[config.mk]
export PLATFORM = sky130hd
export DESIGN_NAME = depth_dose_curve_interpolator_core
export DESIGN_NICKNAME = d
export VERILOG_FILES = /design/src/ddci_pkg.sv /design/src/depth_dose_curve_interpolator_core.sv /design/src/ddci_ram.sv /design/src/ddci_ctrl.sv /design/src/ddci_dp.sv
export SDC_FILE = /design/constraint.sdc
export NUM_CORES = 2
export LEC_CHECK = 0
export BUFFER_PORTS_ARGS = -buffer_cell sky130_fd_sc_hd__buf_4
export CORE_UTILIZATION = 55
export CTS_CLUSTER_SIZE = 10
export DETAILED_ROUTE_END_ITERATION = 10
export MAX_ROUTING_LAYER = met4
export PLACE_DENSITY = 0.71
export SLEW_MARGIN = 20
export SYNTH_ARGS = -nofsm -noshare
export SYNTH_HDL_FRONTEND = slang
export SYNTH_SLANG_ARGS = --single-unit
export TNS_END_PERCENT = 10
[constraint.sdc]
create_clock -name clk -period 10.5 [get_ports clk]
set_input_delay 1.575 -clock clk [delete_from_list [all_inputs] [get_ports clk]]
set_output_delay 1.575 -clock clk [all_outputs]
set_load 0.01 [all_outputs]
[src/ddci_pkg.sv]
// ----------------------------------------------------------------------------
// ddci_pkg
// Shared types and constants for the depth-dose curve interpolator: word
// layouts, opcodes, status codes, controller states and the command and
// status groups between controller and datapath.
// ----------------------------------------------------------------------------
package ddci_pkg;

  localparam int MAX_POINTS = 64;
  localparam int ADDR_W     = $clog2(MAX_POINTS);
  localparam int CNT_W      = 7;
  localparam int DEPTH_W    = 16;
  localparam int DOSE_W     = 16;
  localparam int ACC_W      = 35;
  localparam int MAG_W      = 34;
  localparam int DIV_STEPS  = MAG_W;
  localparam int DIV_CNT_W  = $clog2(DIV_STEPS);

  localparam logic [1:0] OP_CLEAR  = 2'd0;
  localparam logic [1:0] OP_APPEND = 2'd1;
  localparam logic [1:0] OP_QUERY  = 2'd2;

  localparam logic [1:0] ST_OK    = 2'd0;
  localparam logic [1:0] ST_RANGE = 2'd1;
  localparam logic [1:0] ST_FULL  = 2'd2;
  localparam logic [1:0] ST_ORDER = 2'd3;

  typedef struct packed {
    logic [1:0]                opcode;
    logic [DEPTH_W-1:0]        depth_in;
    logic signed [DOSE_W-1:0]  dose_in;
  } in_word_t;

  typedef struct packed {
    logic [1:0]                status;
    logic signed [DOSE_W-1:0]  dose_out;
    logic [DEPTH_W-1:0]        depth_out;
    logic [CNT_W-1:0]          points_held;
  } out_word_t;

  typedef struct packed {
    logic [DEPTH_W-1:0]        depth;
    logic signed [DOSE_W-1:0]  dose;
  } point_t;

  localparam int POINT_W = $bits(point_t);

  typedef enum logic [3:0] {
    S_IDLE,
    S_EXEC,
    S_LOAD0,
    S_CMP,
    S_MUL1,
    S_MUL2,
    S_SIGN,
    S_DIV,
    S_FIN,
    S_RESP
  } state_t;

  typedef struct packed {
    logic load_in;
    logic exec;
    logic scan_first;
    logic scan_cmp;
    logic mul_first;
    logic mul_second;
    logic div_init;
    logic div_step;
    logic div_finish;
    logic load_out;
  } dp_cmd_t;

  typedef struct packed {
    logic [1:0] op;
    logic       few_points;
    logic       hit;
    logic       den_zero;
    logic       scan_last;
    logic       div_last;
  } dp_stat_t;

endpackage

[src/depth_dose_curve_interpolator_core.sv]
// ----------------------------------------------------------------------------
// depth_dose_curve_interpolator_core
// Piecewise linear depth-dose table with clear, append and interpolated query.
// ----------------------------------------------------------------------------
// One word is worked on at a time. Clear, append, the unused opcode and a
// query on fewer than two points go from accept through execute straight to
// the response. A query otherwise scans the point pairs in order (up to 63
// pairs with a full table), and one that finds no pair, or a pair of equal
// depths, goes from the scan straight to the response. The table sits in a
// RAM with one write and one read port, read one point per cycle, and the
// dose comes from a 34-step restoring divider after two passes through one
// shared multiplier. A finished result waits in the output register while
// the next word is accepted. No clearing pass is needed after reset.
module depth_dose_curve_interpolator_core (
  input  logic                clk,
  input  logic                rst_n,
  input  logic                in_valid,
  output logic                in_stall,
  input  ddci_pkg::in_word_t  in_data,
  output logic                out_valid,
  input  logic                out_stall,
  output ddci_pkg::out_word_t out_data
);

  ddci_pkg::dp_cmd_t  cmd;
  ddci_pkg::dp_stat_t stat;

  ddci_ctrl u_ctrl (
    .clk       (clk),
    .rst_n     (rst_n),
    .in_valid  (in_valid),
    .in_stall  (in_stall),
    .out_valid (out_valid),
    .out_stall (out_stall),
    .stat      (stat),
    .cmd       (cmd)
  );

  ddci_dp u_dp (
    .clk      (clk),
    .rst_n    (rst_n),
    .in_data  (in_data),
    .out_data (out_data),
    .cmd      (cmd),
    .stat     (stat)
  );

endmodule

[src/ddci_ram.sv]
// ----------------------------------------------------------------------------
// ddci_ram
// Generic single-write, single-read RAM with registered read data.
// ----------------------------------------------------------------------------
module ddci_ram #(
  parameter int WIDTH = 32,
  parameter int DEPTH = 64
) (
  input  logic                     clk,
  input  logic                     wr_en,
  input  logic [$clog2(DEPTH)-1:0] wr_addr,
  input  logic [WIDTH-1:0]         wr_data,
  input  logic [$clog2(DEPTH)-1:0] rd_addr,
  output logic [WIDTH-1:0]         rd_data
);

  logic [WIDTH-1:0] mem [DEPTH];

  always_ff @(posedge clk) begin
    if (wr_en) begin
      mem[wr_addr] <= wr_data;
    end
    rd_data <= mem[rd_addr];
  end

endmodule

[src/ddci_ctrl.sv]
// ----------------------------------------------------------------------------
// ddci_ctrl
// Controller: sequences one word at a time through execute, table scan,
// multiply, divide and response, and owns the output valid flag.
// ----------------------------------------------------------------------------
module ddci_ctrl (
  input  logic               clk,
  input  logic               rst_n,
  input  logic               in_valid,
  output logic               in_stall,
  output logic               out_valid,
  input  logic               out_stall,
  input  ddci_pkg::dp_stat_t stat,
  output ddci_pkg::dp_cmd_t  cmd
);

  ddci_pkg::state_t state_r, state_nxt;
  logic             out_valid_r, out_valid_nxt;
  logic             out_free;

  assign out_free  = !out_valid_r || !out_stall;
  assign in_stall  = (state_r != ddci_pkg::S_IDLE);
  assign out_valid = out_valid_r;

  always_comb begin
    state_nxt = state_r;
    case (state_r)
      ddci_pkg::S_IDLE: begin
        if (in_valid) state_nxt = ddci_pkg::S_EXEC;
      end
      ddci_pkg::S_EXEC: begin
        if (stat.op == ddci_pkg::OP_QUERY && !stat.few_points) begin
          state_nxt = ddci_pkg::S_LOAD0;
        end else begin
          state_nxt = ddci_pkg::S_RESP;
        end
      end
      ddci_pkg::S_LOAD0: state_nxt = ddci_pkg::S_CMP;
      ddci_pkg::S_CMP: begin
        if (stat.hit) begin
          state_nxt = stat.den_zero ? ddci_pkg::S_RESP : ddci_pkg::S_MUL1;
        end else if (stat.scan_last) begin
          state_nxt = ddci_pkg::S_RESP;
        end
      end
      ddci_pkg::S_MUL1: state_nxt = ddci_pkg::S_MUL2;
      ddci_pkg::S_MUL2: state_nxt = ddci_pkg::S_SIGN;
      ddci_pkg::S_SIGN: state_nxt = ddci_pkg::S_DIV;
      ddci_pkg::S_DIV: begin
        if (stat.div_last) state_nxt = ddci_pkg::S_FIN;
      end
      ddci_pkg::S_FIN: state_nxt = ddci_pkg::S_RESP;
      ddci_pkg::S_RESP: begin
        if (out_free) state_nxt = ddci_pkg::S_IDLE;
      end
      default: state_nxt = ddci_pkg::S_IDLE;
    endcase
  end

  always_comb begin
    cmd            = '0;
    cmd.load_in    = (state_r == ddci_pkg::S_IDLE) && in_valid;
    cmd.exec       = (state_r == ddci_pkg::S_EXEC);
    cmd.scan_first = (state_r == ddci_pkg::S_LOAD0);
    cmd.scan_cmp   = (state_r == ddci_pkg::S_CMP);
    cmd.mul_first  = (state_r == ddci_pkg::S_MUL1);
    cmd.mul_second = (state_r == ddci_pkg::S_MUL2);
    cmd.div_init   = (state_r == ddci_pkg::S_SIGN);
    cmd.div_step   = (state_r == ddci_pkg::S_DIV);
    cmd.div_finish = (state_r == ddci_pkg::S_FIN);
    cmd.load_out   = (state_r == ddci_pkg::S_RESP) && out_free;
  end

  always_comb begin
    out_valid_nxt = out_valid_r;
    if (cmd.load_out) begin
      out_valid_nxt = 1'b1;
    end else if (out_valid_r && !out_stall) begin
      out_valid_nxt = 1'b0;
    end
  end

  always_ff @(posedge clk) begin
    if (!rst_n) begin
      state_r     <= ddci_pkg::S_IDLE;
      out_valid_r <= 1'b0;
    end else begin
      state_r     <= state_nxt;
      out_valid_r <= out_valid_nxt;
    end
  end

endmodule

[src/ddci_dp.sv]
// ----------------------------------------------------------------------------
// ddci_dp
// Datapath: point table, append checks, pairwise table scan, shared
// multiplier, restoring divider and the output word register.
// ----------------------------------------------------------------------------
module ddci_dp (
  input  logic                clk,
  input  logic                rst_n,
  input  ddci_pkg::in_word_t  in_data,
  output ddci_pkg::out_word_t out_data,
  input  ddci_pkg::dp_cmd_t   cmd,
  output ddci_pkg::dp_stat_t  stat
);

  // input word
  logic [1:0]                          op_r;
  logic [ddci_pkg::DEPTH_W-1:0]        x_r;
  logic signed [ddci_pkg::DOSE_W-1:0]  din_r;

  // table state
  logic [ddci_pkg::CNT_W-1:0]          count_r, count_nxt;
  logic [ddci_pkg::DEPTH_W-1:0]        last_depth_r;
  logic [ddci_pkg::CNT_W-1:0]          idx_r;

  // scan
  ddci_pkg::point_t                    prev_r;
  ddci_pkg::point_t                    cur;
  logic [ddci_pkg::POINT_W-1:0]        rd_data;
  logic                                wr_en;
  ddci_pkg::point_t                    wr_point;

  // arithmetic
  logic signed [ddci_pkg::DOSE_W-1:0]  dose1_r;
  logic signed [ddci_pkg::DOSE_W:0]    diff_r;
  logic [ddci_pkg::DEPTH_W-1:0]        den_r;
  logic [ddci_pkg::DEPTH_W-1:0]        num_r;
  logic signed [ddci_pkg::DOSE_W:0]    mul_a;
  logic [ddci_pkg::DEPTH_W-1:0]        mul_b;
  logic signed [2*ddci_pkg::DOSE_W+1:0] prod;
  logic signed [ddci_pkg::ACC_W-1:0]   prod_ext;
  logic signed [ddci_pkg::ACC_W-1:0]   acc_r;
  logic [ddci_pkg::ACC_W-1:0]          acc_neg;
  logic                                neg_r;
  logic [ddci_pkg::MAG_W-1:0]          quo_r;
  logic [ddci_pkg::DEPTH_W-1:0]        rem_r;
  logic [ddci_pkg::DEPTH_W:0]          trial;
  logic                                trial_ge;
  logic [ddci_pkg::DEPTH_W:0]          trial_sub;
  logic [ddci_pkg::DIV_CNT_W-1:0]      dcnt_r;
  logic [ddci_pkg::DOSE_W-1:0]         quo_neg;

  // result
  logic [1:0]                          status_r;
  logic signed [ddci_pkg::DOSE_W-1:0]  dose_res_r;
  ddci_pkg::out_word_t                 out_r;

  logic                                app_full;
  logic                                app_order;

  assign cur = ddci_pkg::point_t'(rd_data);

  assign app_full  = (count_r >= ddci_pkg::CNT_W'(ddci_pkg::MAX_POINTS));
  assign app_order = (count_r != '0) && (x_r <= last_depth_r);
  assign wr_en     = cmd.exec && (op_r == ddci_pkg::OP_APPEND) && !app_full && !app_order;
  assign wr_point  = '{depth: x_r, dose: din_r};

  ddci_ram #(
    .WIDTH (ddci_pkg::POINT_W),
    .DEPTH (ddci_pkg::MAX_POINTS)
  ) u_ram (
    .clk     (clk),
    .wr_en   (wr_en),
    .wr_addr (count_r[ddci_pkg::ADDR_W-1:0]),
    .wr_data (wr_point),
    .rd_addr (idx_r[ddci_pkg::ADDR_W-1:0]),
    .rd_data (rd_data)
  );

  // shared multiplier: dose1 * den, then diff * num
  assign mul_a    = cmd.mul_second ? diff_r : {dose1_r[ddci_pkg::DOSE_W-1], dose1_r};
  assign mul_b    = cmd.mul_second ? num_r : den_r;
  assign prod     = mul_a * $signed({1'b0, mul_b});
  assign prod_ext = {prod[$high(prod)], prod};
  assign acc_neg  = '0 - acc_r;

  // restoring divide, one quotient bit per cycle
  assign trial     = {rem_r, quo_r[ddci_pkg::MAG_W-1]};
  assign trial_ge  = (trial >= {1'b0, den_r});
  assign trial_sub = trial - {1'b0, den_r};
  assign quo_neg   = '0 - quo_r[ddci_pkg::DOSE_W-1:0];

  always_comb begin
    count_nxt = count_r;
    if (cmd.exec && op_r == ddci_pkg::OP_CLEAR) begin
      count_nxt = '0;
    end else if (wr_en) begin
      count_nxt = count_r + 1'b1;
    end
  end

  always_ff @(posedge clk) begin
    if (!rst_n) begin
      count_r <= '0;
    end else begin
      count_r <= count_nxt;
    end
  end

  always_ff @(posedge clk) begin
    if (cmd.load_in) begin
      op_r  <= in_data.opcode;
      x_r   <= in_data.depth_in;
      din_r <= in_data.dose_in;
      idx_r <= '0;
    end

    if (cmd.exec) begin
      dose_res_r <= '0;
      idx_r      <= ddci_pkg::CNT_W'(1);
      case (op_r)
        ddci_pkg::OP_APPEND: begin
          if (app_full) begin
            status_r <= ddci_pkg::ST_FULL;
          end else if (app_order) begin
            status_r <= ddci_pkg::ST_ORDER;
          end else begin
            status_r     <= ddci_pkg::ST_OK;
            last_depth_r <= x_r;
          end
        end
        ddci_pkg::OP_QUERY: begin
          status_r <= (count_r < ddci_pkg::CNT_W'(2)) ? ddci_pkg::ST_RANGE
                                                      : ddci_pkg::ST_OK;
        end
        default: status_r <= ddci_pkg::ST_OK;
      endcase
    end

    if (cmd.scan_first) begin
      prev_r <= cur;
      idx_r  <= ddci_pkg::CNT_W'(2);
    end

    if (cmd.scan_cmp) begin
      if (stat.hit) begin
        dose1_r <= prev_r.dose;
        diff_r  <= {cur.dose[ddci_pkg::DOSE_W-1], cur.dose}
                 - {prev_r.dose[ddci_pkg::DOSE_W-1], prev_r.dose};
        den_r   <= cur.depth - prev_r.depth;
        num_r   <= x_r - prev_r.depth;
        if (stat.den_zero) dose_res_r <= prev_r.dose;
      end else if (stat.scan_last) begin
        status_r <= ddci_pkg::ST_RANGE;
      end else begin
        prev_r <= cur;
        idx_r  <= idx_r + 1'b1;
      end
    end

    if (cmd.mul_first) begin
      acc_r <= prod_ext;
    end
    if (cmd.mul_second) begin
      acc_r <= acc_r + prod_ext;
    end

    if (cmd.div_init) begin
      neg_r  <= acc_r[ddci_pkg::ACC_W-1];
      quo_r  <= acc_r[ddci_pkg::ACC_W-1] ? acc_neg[ddci_pkg::MAG_W-1:0]
                                         : acc_r[ddci_pkg::MAG_W-1:0];
      rem_r  <= '0;
      dcnt_r <= '0;
    end

    if (cmd.div_step) begin
      rem_r  <= trial_ge ? trial_sub[ddci_pkg::DEPTH_W-1:0] : trial[ddci_pkg::DEPTH_W-1:0];
      quo_r  <= {quo_r[ddci_pkg::MAG_W-2:0], trial_ge};
      dcnt_r <= dcnt_r + 1'b1;
    end

    if (cmd.div_finish) begin
      dose_res_r <= neg_r ? quo_neg : quo_r[ddci_pkg::DOSE_W-1:0];
    end

    if (cmd.load_out) begin
      out_r <= '{status: status_r, dose_out: dose_res_r, depth_out: x_r,
                 points_held: count_r};
    end
  end

  always_comb begin
    stat            = '0;
    stat.op         = op_r;
    stat.few_points = (count_r < ddci_pkg::CNT_W'(2));
    stat.hit        = (x_r >= prev_r.depth) && (x_r <= cur.depth);
    stat.den_zero   = (cur.depth == prev_r.depth);
    stat.scan_last  = (idx_r == count_r);
    stat.div_last   = (dcnt_r == ddci_pkg::DIV_CNT_W'(ddci_pkg::DIV_STEPS - 1));
  end

  assign out_data = out_r;

endmodule

* Word-level counts from Yosys, hierarchy flattened *
Memories as Yosys holds them, arrays and structs flattened. A register that Yosys moved wholly into a read port is not among the register bits.
Index checks and enable logic that the tools add are counted.

storage, ports and cells
  bits in registers = 317
  logic and storage cells = 139
  bits in read-only memories = 0
  memory bits (writable) = 2048
  input bits = 38
  memories kept = 1
  output and inout port bits = 43
  latch bits = 0

memories
  name            words  width  read ports  clocked after memory_dff  wr ports  RTL line        source
  u_dp.u_ram.mem  64     32     1           1                         1         ddci_ram.sv:17  logic [WIDTH-1:0] mem [DEPTH];

cells by class
  muxes and demuxes = 48
  div/mod/pow operators = 0
  magnitude comparators = 6
  bitwise logic cells = 3
  reduce and logical (&&, ||, !) cells = 27
  shift-type cells = 0
  $add $sub $neg = 10
  equality and inequality tests = 18
  $mul = 1

operators by type and width
  kind                   count
  $mux 16                10
  $mux 32                4
  $mux 34                3
  $mux 35                2
  $sub 16x16->16         3
  $mux 7                 6
  $pmux 4 s10            1
  $add 35x34->35         1
  $mul 17x17->34         1
  $sub 1x34->34 const A  1
  $le 16x16->1           2
  $mux 4                 7
  $ge 17x16->1           1
  $mux 17                1
  $sub 16x16->17         1
  $eq 16x16->1           1
  $eq 4x3->1 const B     4
  $ge 16x16->1           1
  $sub 1x16->16 const A  1
  $add 7x1->7 const B    2
  $mux 2                 6
  $mux 6                 2
  $logic_and 1x1->1      10
  $eq 4x2->1 const B     2
  25 further kinds       40

* Depth between registers and ports, before layout *
  depth in word-level cells = 9
  depth in mapped cells = 40
  mapped depth without buffers = 36

* Cells and area by module *
From an unflattened synthesis, not the netlist that was laid out.

unflattened totals
  cells, all modules = 6277
  area, all modules = 107675.8 um^2

by module, submodules not included
  module     area each (um^2)  cells an instance  sequential area each (um^2)  times used
  ddci_ram   78515.3           3324               62139.6                      1
  ddci_dp    28718.8           2895               8728.4                       1
  ddci_ctrl  441.7             58                 100.1                        1

* Least setup slack after synthesis *
OpenSTA, ideal clock, no wires.

  kind = register -> register
  start = reg u_ctrl.state_r[0]
  end = reg u_dp.acc_r[32] (netlist bit) (data pin)
  required time = 10240 ps
  data arrival time = 8677 ps
  period minus slack after synthesis = 8937 ps
  stages on the path, launching flop included = 38
  path buffers = 3
  slack = 1563 ps
  setup time = 260 ps
  cell sequence = dfxtp_1 -> clkbuf_1 -> nor2b_1 -> nand2_1 -> or2_2 -> buf_2 -> mux2i_1 -> clkbuf_1 -> nor2_1 -> fa_1 -> inv_1 -> fa_1 -> inv_1 -> ha_1 -> fa_1 -> fa_1 -> inv_1 -> fa_1 -> [2 not listed] -> or3_1 -> a211o_1 -> o211ai_1 -> inv_1 -> a21oi_1 -> o21bai_1 -> xor2_1 -> ha_1 -> and4_4 -> a21o_1 -> a221o_1 -> a2111oi_4 -> o21bai_2 -> a21oi_4 -> o211ai_2 -> a21oi_2 -> xnor2_1 -> mux2_2

between the ends
  longest elaborated chain between the ends = 5
  elaborated cells between the ends (all ways) = 7
  classes of those cells = add/sub: 1; mul: 1; eq/ne: 1; mux: 4

ends and longest elaborated chain
  what                                              RTL line                        source
  start, declared                                   ddci_ctrl.sv:17                 ddci_pkg::state_t state_r, state_nxt;
  start signal, assigned                            ddci_ctrl.sv:85                 state_r <= ddci_pkg::S_IDLE;
  start signal, assigned                            ddci_ctrl.sv:88                 state_r <= state_nxt;
  $eq 4x3->1 *                                      ddci_ctrl.sv:67                 cmd.mul_second = (state_r == ddci_pkg::S_MUL2);
  $mux 17 / $mux 16 (equally long branches)         ddci_dp.sv:80, ddci_dp.sv:81
  $mul 17x17->34                                    ddci_dp.sv:82                   assign prod = mul_a * $signed({1'b0, mul_b});
  $add 35x34->35 / $mux 35 (equally long branches)  ddci_dp.sv:164, ddci_dp.sv:160
  $mux 35 *                                         ddci_dp.sv:163                  if (cmd.mul_second) begin
  end signal, assigned                              ddci_dp.sv:161                  acc_r <= prod_ext;
  end signal, assigned                              ddci_dp.sv:164                  acc_r <= acc_r + prod_ext;
  end, declared                                     ddci_dp.sv:41                   logic signed [ddci_pkg::ACC_W-1:0] acc_r;

Mark *: on every way between the ends. The rest lies on a longest branch, timed or not. The select of a mux whose other input is x is not followed.
A chain may end at the register's enable or synchronous reset.

* Worst setup path after layout *
  start = reg u_ctrl.state_r[3]
  end = reg u_dp.acc_r[34] (netlist bit) (data pin)

The elaborated chain is that of the path after synthesis.

==> flow_metrics.py <==
metrics = {
    "run_status": {
        "status": "complete, no violations",
    },
    "setup_path": {
        "worstPathArrival_ns": 10.54,
        "startpoint_type": "register",
        "crit_top_cell": "fa_1",
        "r2r_end": "u_dp.acc_r[34]$_DFFE_PP_",
        "max_stage_delay_ns": 0.78,
        "required_ns": 11.13,
        "crit_fanout": 44,
        "critPathSlowestCell": "fa_1",
        "endpoint_kind": "register",
        "r2r_slack_ns": 0.59,
        "r2r_start": "u_ctrl.state_r[3]$_SDFFE_PN0P_",
        "critPathKind": "reg2reg",
        "reg2reg_depth": 29,
    },
    "route": {
        "drc": 0,
        "vias": 57300,
        "wl_um": 269000,
        "postRouteAntennaNets": 0,
        "wire_per_inst_um": 29.9,
        "drt_iter0_markers": 6657,
        "vias_per_cell": 6.35,
        "drtPass1Iterations": 5,
    },
    "power_and_ir_drop": {
        "clock_power_share": 0.403,
        "p_comb_frac": 0.107,
        "p_int_w": 0.0171,
        "p_leak_nw": 41.5,
        "switchingPower_w": 0.00491,
        "cellPowerDensity_nw_per_um2": 183,
        "ir_worst_vdd_mv": 0.172,
        "p_seq_frac": 0.491,
        "switching_share": 0.223,
    },
    "global_routing": {
        "grt_use_met1": 0.387,
        "track_usage": 0.286,
        "grt_max_degree": 116,
        "grt-busiest-layer": "met2",
        "grt_pass1_vias": 58600,
        "grt_use_met2": 0.453,
        "grt_overflow": 0,
        "antenna_found_initial": 7,
        "use_met3": 0.0453,
        "grt_pass1_wl_um": 395000,
    },
    "sta": {
        "hold-worst-slack_ns": 0.450,
        "slew_headroom": 0.283,
        "fin_crit_ns": 9.91,
        "hold_viol": 0,
        "rsz0062_at_grt": "no",
        "worstMarginPinSlew_ns": 1.07,
        "setup_viol": 0,
        "drv_slew": 0,
        "skew_ns": 0.0990,
        "tns_ns": 0,
        "timing.fmax_mhz": 101,
        "fin_crit_sh": 0.944,
    },
    "synth": {
        "syn_nets": 6634,
        "synthFlopType": "edfxtp_1",
        "synth-async-reset-ratio": 0,
        "synth.top_cell.area_share": 0.643,
        "yosysWarnings": 0,
        "synthTopCellsByArea": "edfxtp_1, mux4_2, fa_1",
        "syn_area_um2": 107000,
        "synth_cell_types": 85,
        "synth-seq-cells": 2397,
        "ys_top_cells_by_count": "edfxtp_1, mux4_2, inv_1, nand2_1, nor2_1",
        "synth_cells": 6085,
        "syn_area_per_cell_um2": 17.6,
        "synth_largest_area_cell": "edfxtp_1",
        "synth_enable_flop_cells": 2296,
        "seq_area_frac_synth": 0.661,
        "yosysMostFrequentCell": "edfxtp_1",
    },
    "layout": {
        "area_growth_pct": 11.9,
        "layout-drive-gt1-share": 0.206,
        "fin_cells": 9022,
        "finalNetCount": 6933,
        "fin_area_um2": 120000,
    },
    "floorplan": {
        "die_w_um": 444,
        "io_pins": 81,
        "num_rows": 161,
        "die_y_um": 444,
        "die_area_um2": 197000,
        "start_util": 0.555,
        "core_region_area_um2": 193000,
    },
    "placed_design": {
        "placedCellCount": 8613,
        "portBuffers": 80,
        "post_dp_cell_area_um2": 112000,
        "globalplace.congestion": 0.937,
        "hpwl_um": 161000,
    },
    "clocking": {
        "cts_made_buffers": 295,
        "h-tree-depth": 5,
        "clkLatencyLatePin_ns": 0.95,
        "cts_tree": "yes",
        "hold_buffers": 0,
        "clock-root-buffer": "clkbuf_16",
        "clkSinkCount": 2397,
        "clockBufferDepth": 4,
        "cts.clk_slew.worst_paths_ns": 0.06,
    },
    "job": {
        "cap_violations": 0,
    },
    "hold_path": {
        "hold_path.class": "reg2reg",
        "hold_depth": 0,
        "hold_start": "u_dp.dose_res_r[4]$_DFF_P_",
        "hold_path_end": "u_dp.out_data[27]$_DFFE_PP_",
    },
}
[power by group through the flow]
| stage | Combinational, W | Clock, W | Sequential (W) |
|---|---|---|---|
| 4_1_cts | 0.00238 | 0.00898 | 0.0108 |
| 6_report | 0.00235 | 0.00886 | 0.0108 |
| 5_1_grt | 0.00253 | 0.00933 | 0.0108 |
| 2_1_floorplan | 0.00168 | 0 | 0.0110 |
| 3_5_place_dp | 0.00236 | 0 | 0.0110 |
| 3_3_place_gp | 0.00233 | 0 | 0.0110 |
[area by class of cell]
class / instances / area (um^2)
Clock inverter: 15 / 171
Fill cell: 13500 / 73100
Inverter: 503 / 1890
Tap cell: 2526 / 3160
Antenna cell: 3 / 7.51
Timing Repair Buffer: 248 / 1950
Multi-Input combinational cell: 2939 / 34000
Sequential cell: 2397 / 71000
Clock buffer: 391 / 7950
[registers in the layout, summed over array words and instances (netlist names), 17 cells and up]
name,flops
u_dp.u_ram.rd_data,32
u_dp.acc_r,35
u_dp.u_ram.mem,2048
u_dp.prev_r,32
u_dp.diff_r,17
u_dp.quo_r,34
u_dp.out_data,41
[timing repair]
action	4_1_cts	5_1_grt
setup endpoints to repair	0	1
endpoints found under the hold margin	0	0
gates resized for setup	0	1
buffers inserted	0	0
[through the flow]
stage	setup WS, ns	util	total power (W)
after floorplan	1.56	-	0.0127
after global placement	0.511	0.580	0.0133
after detailed placement	0.443	0.580	0.0134
after CTS	0.415	0.622	0.0222
after global routing	0.120	0.622	0.0227
final	0.587	0.622	0.0220
[worst max path at each step]
stage	startpoint	to	slack, ns
floorplan	u_ctrl.state_r[0]$_SDFFE_PN0P_	u_dp.acc_r[32]$_DFFE_PP_	1.56
global placement	u_ctrl.state_r[0]$_SDFFE_PN0P_	u_dp.acc_r[34]$_DFFE_PP_	0.51
detailed placement	u_ctrl.state_r[3]$_SDFFE_PN0P_	u_dp.acc_r[34]$_DFFE_PP_	0.44
CTS	u_ctrl.state_r[3]$_SDFFE_PN0P_	u_dp.acc_r[34]$_DFFE_PP_	0.41
global route	u_ctrl.state_r[3]$_SDFFE_PN0P_	u_dp.acc_r[33]$_DFFE_PP_	0.12
finish	u_ctrl.state_r[3]$_SDFFE_PN0P_	u_dp.acc_r[34]$_DFFE_PP_	0.59
[cells by family after synthesis]
logic type | after synthesis | share of synthesized area
multiplexers | 760 | 0.146
flip-flops | 2397 | 0.661
AO/OA/AOI/OAI | 530 | 0.0321
buffers and inverters | 749 | 0.0269
XOR/XNOR | 165 | 0.0135
AND/OR/NAND/NOR | 973 | 0.0407
adder cells (fa/ha/maj) | 511 | 0.0795
[routing by layer]
metal / up-vias / share of wire
met5: - / 0
met4: 0 / 0.027
met3: 455 / 0.087
met2: 2869 / 0.49
met1: 30100 / 0.39
li1: 23900 / -
[layout by cell type (no fill, tap or decap), drive strengths merged, types with 23 or more instances in the layout]
cell,count
a211oi,50
a21o,48
a21oi,138
buf,248
clkbuf,391
dfxtp,101
edfxtp,2296
fa,284
ha,227
inv,507
mux2i,99
mux4,640
nand2,388
nand2b,27
nand3,43
nand4,23
nor2,297
nor2b,58
nor3,32
o21a,23
o21ai,139
xnor2,91
xor2,74
[critical path: cells and delay by family, from the launching register on]
family	cells	cell delay (ns)
compound gates	4	1.12
flops	1	0.47
mux	1	0.24
xor+xnor	2	0.34
fa+ha+maj	8	4.07
buf+inv	4	0.60
simple gates	10	2.71
Power figures use the tool's default switching activity.
